===== src/design/lru_pr_pkg.sv =====
package lru_pr_pkg;

    localparam int CFG_W           = 5;
    localparam int PAGE_W          = 16;
    localparam int FRAME_OUT_W     = 4;
    localparam int TOTAL_W         = 32;
    localparam int FRAMES_DEF      = 16;
    localparam int PAGE_BITS_DEF   = 16;

    localparam logic [CFG_W-1:0] FRAMES_IN_USE_RST = 5'd16;

    typedef logic [TOTAL_W-1:0] t_total;

endpackage


===== src/design/lru_page_replacement_unit.sv =====
// LRU page replacement unit. Each transfer on the page channel is one page reference;
// the block answers with one result transfer that tells whether the page was resident,
// which frame now holds it, which page was evicted (if any) and the saturating hit and
// fault totals. An accepted item scans the frames one per cycle through the page
// memory's single read port, picks the frame, ages the recency ranks one frame per
// cycle and hands the result to the output register, which is held off for as long
// as an earlier result still waits there. The page channel is ready only between
// items, so a reference is taken only once the last one is through; a result may
// wait in the output register while the next item is taken. The user must write
// frames_in_use through i_cfg_we / i_cfg_data only while idle; the block itself does
// not enforce this. 0 acts as 1 and values above FRAMES act as FRAMES.
module lru_page_replacement_unit #(
    parameter int FRAMES    = lru_pr_pkg::FRAMES_DEF,
    parameter int PAGE_BITS = lru_pr_pkg::PAGE_BITS_DEF
) (
    input  logic                              i_clk,
    input  logic                              i_rst_n,

    input  logic                              i_cfg_we,
    input  logic [lru_pr_pkg::CFG_W-1:0]      i_cfg_data,

    input  logic                              i_page_valid,
    output logic                              o_page_ready,
    input  logic [lru_pr_pkg::PAGE_W-1:0]     i_page_number,

    output logic                              o_res_valid,
    input  logic                              i_res_ready,
    output logic                              o_hit,
    output logic [lru_pr_pkg::FRAME_OUT_W-1:0] o_frame_index,
    output logic                              o_evicted_valid,
    output logic [lru_pr_pkg::PAGE_W-1:0]     o_evicted_page,
    output logic [lru_pr_pkg::TOTAL_W-1:0]    o_hit_total,
    output logic [lru_pr_pkg::TOTAL_W-1:0]    o_fault_total
);
    import lru_pr_pkg::*;

    localparam int IDX_W  = (FRAMES > 1) ? $clog2(FRAMES) : 1;
    localparam int CNT_W  = $clog2(FRAMES + 1) + 1;
    localparam int RANK_W = IDX_W;
    localparam int LIM_W  = (CNT_W > CFG_W) ? CNT_W : CFG_W;

    localparam logic [2:0] S_IDLE   = 3'd0;
    localparam logic [2:0] S_SCAN   = 3'd1;
    localparam logic [2:0] S_DECIDE = 3'd2;
    localparam logic [2:0] S_AGE    = 3'd3;
    localparam logic [2:0] S_WAIT   = 3'd4;

    localparam t_total TOTAL_MAX = '1;

    logic [2:0]              r_state;
    logic [CFG_W-1:0]        r_frames_in_use;
    logic [CNT_W-1:0]        r_idx;
    logic [CNT_W-1:0]        r_filled;
    logic [PAGE_BITS-1:0]    r_req_page;

    logic [FRAMES-1:0]       r_valid;
    logic [RANK_W-1:0]       r_rank [FRAMES];
    logic [PAGE_BITS-1:0]    r_page_mem [FRAMES];

    // scan pipeline: memory read data lines up with these
    logic                    r_pipe_v;
    logic [IDX_W-1:0]        r_pipe_idx;
    logic                    r_pipe_valid;
    logic [RANK_W-1:0]       r_pipe_rank;
    logic [PAGE_BITS-1:0]    r_rd_page;

    logic                    r_found;
    logic [IDX_W-1:0]        r_found_idx;
    logic [RANK_W-1:0]       r_found_rank;
    logic                    r_any;
    logic [IDX_W-1:0]        r_best_idx;
    logic [RANK_W-1:0]       r_best_rank;
    logic [PAGE_BITS-1:0]    r_best_page;

    logic [IDX_W-1:0]        r_f;
    logic [RANK_W-1:0]       r_old_rank;
    logic                    r_age_all;
    logic                    r_hit;
    logic                    r_ev_valid;
    logic [PAGE_W-1:0]       r_ev_page;
    t_total                  r_hits;
    t_total                  r_faults;

    logic                    r_o_valid;
    logic                    r_o_hit;
    logic [FRAME_OUT_W-1:0]  r_o_frame;
    logic                    r_o_ev_valid;
    logic [PAGE_W-1:0]       r_o_ev_page;
    t_total                  r_o_hits;
    t_total                  r_o_faults;

    logic [2:0]              n_state;
    logic [IDX_W-1:0]        w_scan_addr;
    logic                    w_scan_issue;
    logic [LIM_W-1:0]        w_limit;
    logic                    w_can_fill;
    logic                    w_out_free;
    logic [IDX_W-1:0]        w_age_k;
    logic                    w_age_last;
    logic [IDX_W-1:0]        w_dec_f;
    logic                    w_dec_write;

    assign o_page_ready = (r_state == S_IDLE);
    assign w_out_free   = !r_o_valid || i_res_ready;
    assign w_scan_issue = (r_state == S_SCAN) && (r_idx < CNT_W'(FRAMES));
    assign w_scan_addr  = r_idx[IDX_W-1:0];
    assign w_age_k      = r_idx[IDX_W-1:0];
    assign w_age_last   = (r_idx == CNT_W'(FRAMES - 1));

    // effective limit: 0 acts as 1, clamp to FRAMES
    always_comb begin
        w_limit = LIM_W'(r_frames_in_use);
        if (r_frames_in_use == '0) begin
            w_limit = LIM_W'(1);
        end else if (LIM_W'(r_frames_in_use) > LIM_W'(FRAMES)) begin
            w_limit = LIM_W'(FRAMES);
        end
    end

    assign w_can_fill = (LIM_W'(r_filled) < w_limit) && (r_filled < CNT_W'(FRAMES));

    always_comb begin
        if (w_can_fill) begin
            w_dec_f = r_filled[IDX_W-1:0];
        end else begin
            w_dec_f = r_best_idx;
        end
    end
    assign w_dec_write = (r_state == S_DECIDE) && !r_found;

    always_comb begin
        n_state = r_state;
        unique case (r_state)
            S_IDLE:   if (i_page_valid) n_state = S_SCAN;
            S_SCAN:   if (!w_scan_issue) n_state = S_DECIDE;
            S_DECIDE: n_state = S_AGE;
            S_AGE:    if (w_age_last) n_state = S_WAIT;
            S_WAIT:   if (w_out_free) n_state = S_IDLE;
            default:  n_state = S_IDLE;
        endcase
    end

    // page memory: one write port, one registered read port
    always_ff @(posedge i_clk) begin
        if (w_dec_write) begin
            r_page_mem[w_dec_f] <= r_req_page;
        end
        r_rd_page <= r_page_mem[w_scan_addr];
    end

    always_ff @(posedge i_clk) begin
        if (!i_rst_n) begin
            r_state         <= S_IDLE;
            r_frames_in_use <= FRAMES_IN_USE_RST;
            r_idx           <= '0;
            r_filled        <= '0;
            r_valid         <= '0;
            r_pipe_v        <= 1'b0;
            r_hits          <= '0;
            r_faults        <= '0;
            r_o_valid       <= 1'b0;
            for (int i = 0; i < FRAMES; i++) begin
                r_rank[i] <= '0;
            end
        end else begin
            r_state <= n_state;
            if (i_cfg_we) begin
                r_frames_in_use <= i_cfg_data;
            end
            // in S_WAIT the output register is reloaded below instead
            if (r_o_valid && i_res_ready && (r_state != S_WAIT)) begin
                r_o_valid <= 1'b0;
            end

            unique case (r_state)
                S_IDLE: begin
                    if (i_page_valid) begin
                        r_req_page <= PAGE_BITS'(i_page_number);
                        r_idx      <= '0;
                        r_found    <= 1'b0;
                        r_any      <= 1'b0;
                        r_best_idx <= '0;
                        r_best_rank <= '0;
                        r_best_page <= '0;
                    end
                end
                S_SCAN: begin
                    r_pipe_v <= w_scan_issue;
                    if (w_scan_issue) begin
                        r_pipe_idx   <= w_scan_addr;
                        r_pipe_valid <= r_valid[w_scan_addr];
                        r_pipe_rank  <= r_rank[w_scan_addr];
                        r_idx        <= r_idx + CNT_W'(1);
                    end
                    if (r_pipe_v && r_pipe_valid) begin
                        // first match wins
                        if (!r_found && (r_rd_page == r_req_page)) begin
                            r_found      <= 1'b1;
                            r_found_idx  <= r_pipe_idx;
                            r_found_rank <= r_pipe_rank;
                        end
                        // oldest frame, ties to the lowest index
                        if (!r_any || (r_pipe_rank > r_best_rank)) begin
                            r_any       <= 1'b1;
                            r_best_idx  <= r_pipe_idx;
                            r_best_rank <= r_pipe_rank;
                            r_best_page <= r_rd_page;
                        end
                    end
                end
                S_DECIDE: begin
                    r_idx <= '0;
                    r_hit <= r_found;
                    if (r_found) begin
                        if (r_hits != TOTAL_MAX) begin
                            r_hits <= r_hits + t_total'(1);
                        end
                        r_f        <= r_found_idx;
                        r_old_rank <= r_found_rank;
                        r_age_all  <= 1'b0;
                        r_ev_valid <= 1'b0;
                        r_ev_page  <= '0;
                    end else begin
                        if (r_faults != TOTAL_MAX) begin
                            r_faults <= r_faults + t_total'(1);
                        end
                        r_f              <= w_dec_f;
                        r_valid[w_dec_f] <= 1'b1;
                        if (w_can_fill) begin
                            r_filled   <= r_filled + CNT_W'(1);
                            r_age_all  <= 1'b1;
                            r_old_rank <= '0;
                            r_ev_valid <= 1'b0;
                            r_ev_page  <= '0;
                        end else begin
                            r_age_all  <= !r_any;
                            r_old_rank <= r_best_rank;
                            r_ev_valid <= r_any;
                            r_ev_page  <= r_any ? PAGE_W'(r_best_page) : '0;
                        end
                    end
                end
                S_AGE: begin
                    r_idx <= r_idx + CNT_W'(1);
                    if (w_age_k == r_f) begin
                        r_rank[w_age_k] <= '0;
                    end else if (r_valid[w_age_k] &&
                                 (r_age_all || (r_rank[w_age_k] < r_old_rank))) begin
                        r_rank[w_age_k] <= r_rank[w_age_k] + RANK_W'(1);
                    end
                end
                S_WAIT: begin
                    if (w_out_free) begin
                        r_o_valid    <= 1'b1;
                        r_o_hit      <= r_hit;
                        r_o_frame    <= FRAME_OUT_W'(r_f);
                        r_o_ev_valid <= r_ev_valid;
                        r_o_ev_page  <= r_ev_page;
                        r_o_hits     <= r_hits;
                        r_o_faults   <= r_faults;
                    end
                end
                default: begin
                end
            endcase
        end
    end

    assign o_res_valid     = r_o_valid;
    assign o_hit           = r_o_hit;
    assign o_frame_index   = r_o_frame;
    assign o_evicted_valid = r_o_ev_valid;
    assign o_evicted_page  = r_o_ev_page;
    assign o_hit_total     = r_o_hits;
    assign o_fault_total   = r_o_faults;

endmodule

===== config.mk =====
export PLATFORM = sky130hd
export DESIGN_NAME = lru_page_replacement_unit
export DESIGN_NICKNAME = d
export VERILOG_FILES = /design/src/design/lru_pr_pkg.sv /design/src/design/lru_page_replacement_unit.sv
export SDC_FILE = /design/constraint.sdc
export NUM_CORES = 1
export LEC_CHECK = 0
export BUFFER_PORTS_ARGS = -buffer_cell sky130_fd_sc_hd__buf_4
export CAP_MARGIN = 20
export CORE_ASPECT_RATIO = 1.4
export CORE_UTILIZATION = 45
export DETAILED_ROUTE_END_ITERATION = 7
export PLACE_DENSITY_LB_ADDON = 0.12
export SLEW_MARGIN = 20
export SYNTH_ARGS = -nofsm -noshare
export SYNTH_HDL_FRONTEND = slang
export SYNTH_SLANG_ARGS = --single-unit

===== constraint.sdc =====
create_clock -name i_clk -period 13.5 [get_ports i_clk]
set_clock_uncertainty 0.2 [all_clocks]
set_input_delay 3.375 -clock i_clk [delete_from_list [all_inputs] [get_ports i_clk]]
set_output_delay 3.375 -clock i_clk [all_outputs]
set_load 0.05 [all_outputs]

==> impl_summary.txt <==
----------------------------------------------------
[GRT]
  Number of antenna violations at the first check in global routing ... 0
  Busiest layer in global routing ... met2
  Largest net degree at the start of global routing ... 74
  Number of global-route vias before repair ... approximately 13k
  Total global routing track utilization ... slightly below 20%
  Met2 usage ... 35.28%
  Met1 capacity usage during global routing ... about a quarter
  Met3 usage ... 2.989%
  Global-route wire length before repair ... 78.96 mm
  Total overflow reported by the global router ... 0

[Timing]
  Final-report setup violation count ... 0
  Final worst path period share ... 42.43%
  Slew of the pin with the lowest slew margin ... ~1.1 ns
  Max Clk Rate ... between 150 and 200 MHz
  Rel. slew slack ... between 20% and 30%
  Aggregate negative setup slack ... 0 ns
  RSZ-0062 raised after global routing ... no
  Final Hold Viols ... 0
  Fin. max-slew vios ... 0
  Final critical delay including setup and external delays ... 5.729 ns

[Run status]
  Outcome ... finished clean

[Layout]
  Layout Nets ... 1692
  Count of filler cells inserted in the layout ... 4337
  Final std cell area, no fill ... 0.02781 mm2
  Diode insertion count for antenna repair ... 0
  Layout cell share with drive strength beyond 1 ... 22.12%
  Multi-input gate area in the final layout ... 0.006685 mm2
  Area growth, synth to finish ... 15.04%
  Seq. cell area ... approximately 0.017 mm2

[Power]
  Static power due to leakage ... 0.009184 uW
  Power density cells ... 135.2 mW/mm2
  Worst IR drop on VDD ... 0.00009455 V

[Route]
  Detail-routed net length per standard cell ... 21.72 um
  Final ANT Viol Nets ... 0
  DRC marker count from the first detailed-route iteration ... 799
  Final WL ... 52.33 mm
  Drt via density ... 5.387
  Number of remaining DRC errors ... 0
  Total number of vias ... about 13k
  First-pass detailed-route iteration total ... 7

[Logic synthesis]
  Syn. warnings ... 0
  Mean post-synth cell area ... 15.99 um2
  Most frequent cells after synthesis ... edfxtp_1, nor2_1, dfxtp_1, mux4_2, nand2_1
  Area share of xor/xnor cells in the synthesized design ... under 10%
  Combinational family with the most area after synthesis ... multiplexers
  Multiplexer share of the synthesized area ... 10.83%
  Biggest area consumer among synthesized cells ... edfxtp_1
  Seq cells post-synth ... ~610
  Netlist Area Pre-Place ... 0.02418 mm2
  Compound-gate portion of the synthesized area ... 2.846%
  Post-synthesis adder-cell area fraction ... 0.9833%
  Ys async rst share ... 0%
  Simple-gate area share of the yosys netlist ... around a tenth
  Post-synth cell types ... 57
  Seq/Total Area, Yosys ... a little under three quarters
  Count of flip-flops with a built-in enable after synthesis ... around 490
  Post-synthesis cell count ... between 1.5k and 2k
  Synth top area share ... 61.11%
  Largest cells by area after synthesis ... edfxtp_1, dfxtp_1, mux4_2
  Dominant cell by count in the synthesized netlist ... edfxtp_1
  Top_reg_cell synth ... edfxtp_1
  Syn_nets ... 1557

[Die]
  Std-Cell Core Area ... approximately 0.053 mm2
  Die boundary height ... 276.3 um
  Chip Width ... 197.9 um
  Number of rows in the core area ... 100
  Die Outline Area ... ~0.055 mm2
  Effective utilization at floorplan ... between 40% and 50%
  Total I/O pin count ... ~110

[Placement]
  Final estimated routing congestion in global placement ... slightly above 0.8
  Number of buffers inserted by port buffering ... 113
  Placed wire-length estimate ... 32.24 mm
  Placed Area ... 0.02595 mm2

[Worst setup path]
  Arrival time at the worst endpoint ... 5.75 ns
  Crit. Startpoint ... i_rst_n
  Crit path capture type ... register
  Worst-path fanout max ... 73
  Data required, critical path ... 13.52 ns
  Startpoint types ... input port
  Type of the worst setup path ... in -> reg

[Hold path]
  Worst min path class ... reg -> reg
  Hold Crit Start ... r_ev_valid$_SDFFCE_PP0P_

[Clock tree]
  TritonCTS Buffers ... 57
  PostCTS Resize Cnt ... 0
  CTS sink count ... 614
  Post-CTS setup buffer count ... 0
  Clock latency on the worst-skew pair ... 0.61 ns
  Number of hold buffers added after cts ... 0
  CTS tree ... built
  Clock transition at the registers of the reported paths ... 0.06 ns
  Buffer type at the clock tree root ... clkbuf_16
  CTS H-tree lvls ... 2
  Number of buffers on the longest clock path ... 3

[Run]
  Count of maximum capacitance violations ... 0

----------------------------------------------------
report_power, final:
part	switching (uW)	total [uW]	internal [uW]	leakage, uW
registers	22.6	2070	2050	0.00555
clock network	686	1590	906	0.000902
logic	51.9	97.8	45.9	0.00274
total	760	3760	3000	0.00918
per-stage QoR:
stage | hold slack (ns) | total power, uW | instances | util, % | setup slack (ns)
3_5_place_dp | 0.2045 | 2213 | 2302 | 48.81 | 7.099
3_3_place_gp | 0.2019 | 2211 | 2302 | 48.81 | 7.166
2_1_floorplan | 0.2003 | 2175 | 1512 | - | 2.422
5_1_grt | 0.2251 | 3878 | 2409 | 52.30 | 7.590
6_report | 0.2187 | 3761 | 2409 | 52.30 | 7.771
4_1_cts | 0.2150 | 3804 | 2409 | 52.30 | 7.750
cell usage in the layout, fill, tap and decap left out, drive strengths merged, types with 2 or more instances in the layout:
cell type and n:
edfxtp 492, nor2 158, buf 144, dfxtp 122, mux4 101, nand2 89, clkbuf 80, xor2 58
nand3 54, and2 45, o21ai 37, nand4 33, mux2i 32, and3 27, o21a 20, inv 20
xnor2 19, ha 19, nor3 18, clkinv 18, nor2b 13, a21oi 11, and4 10, nand2b 8
nor4 8, o31ai 5, or3 5, nor3b 5, a211oi 4, o211ai 4, clkinvlp 4, bufinv 4
a31oi 4, a2111oi 3, a22oi 2, mux2 2, o22ai 2, nor4bb 2, o2111ai 2
kinds of logic after synthesis:
family	Yosys count
AND/OR/NAND/NOR	479
adder cells (fa/ha/maj)	19
multiplexers	135
flip-flops	614
XOR/XNOR	77
AO/OA/AOI/OAI	101
buffers and inverters	87
path summary, 6_finish.rpt:
path / endpoint / slack, ns / depth (start not counted)
max: o_evicted_page[11]$_DFFE_PP_ / 7.77 / 6
min: o_evicted_valid$_DFFE_PP_ / 0.22 / 0
max reg2reg: r_rank[13][3]$_SDFFCE_PN0P_ / 8.36 / 10
min reg2reg: o_evicted_valid$_DFFE_PP_ / 0.22 / 0
flip-flops by register name, summed over array words and instances, names as in the netlist, 5 cells and up, named ones only:
register,cells
r_best_page,16
o_fault_total,32
r_rank,64
r_page_mem,256
r_valid,16
r_faults,32
r_hits,32
o_hit_total,32
r_filled,6
r_idx,6
r_req_page,16
r_frames_in_use,5
r_rd_page,16
o_evicted_page,16
r_ev_page,16
per-layer routing:
metal  vias up  wire length (um)
li1       6027                 -
met1      6583             20750
met2       291             28070
met3        76              2156
met4         0              1344
met5         -                 0
worst max-delay path, stage by stage:
cell,delay (ns)
buf_4,0.50
inv_2,0.07
buf_4,0.38
nor3b_2,0.26
buf_4,0.27
buf_4,0.71
final cells by class:
class                      instances  area share (%)
timing repair buffer             144           3.887
inverter                          19          0.2564
clock buffer                      80           5.767
multi-input combinational        811           24.04
clock inverter                    27          0.9177
sequential                       614           61.92
tap                              714           3.212
Note: power is estimated with default switching activity, not from simulation.
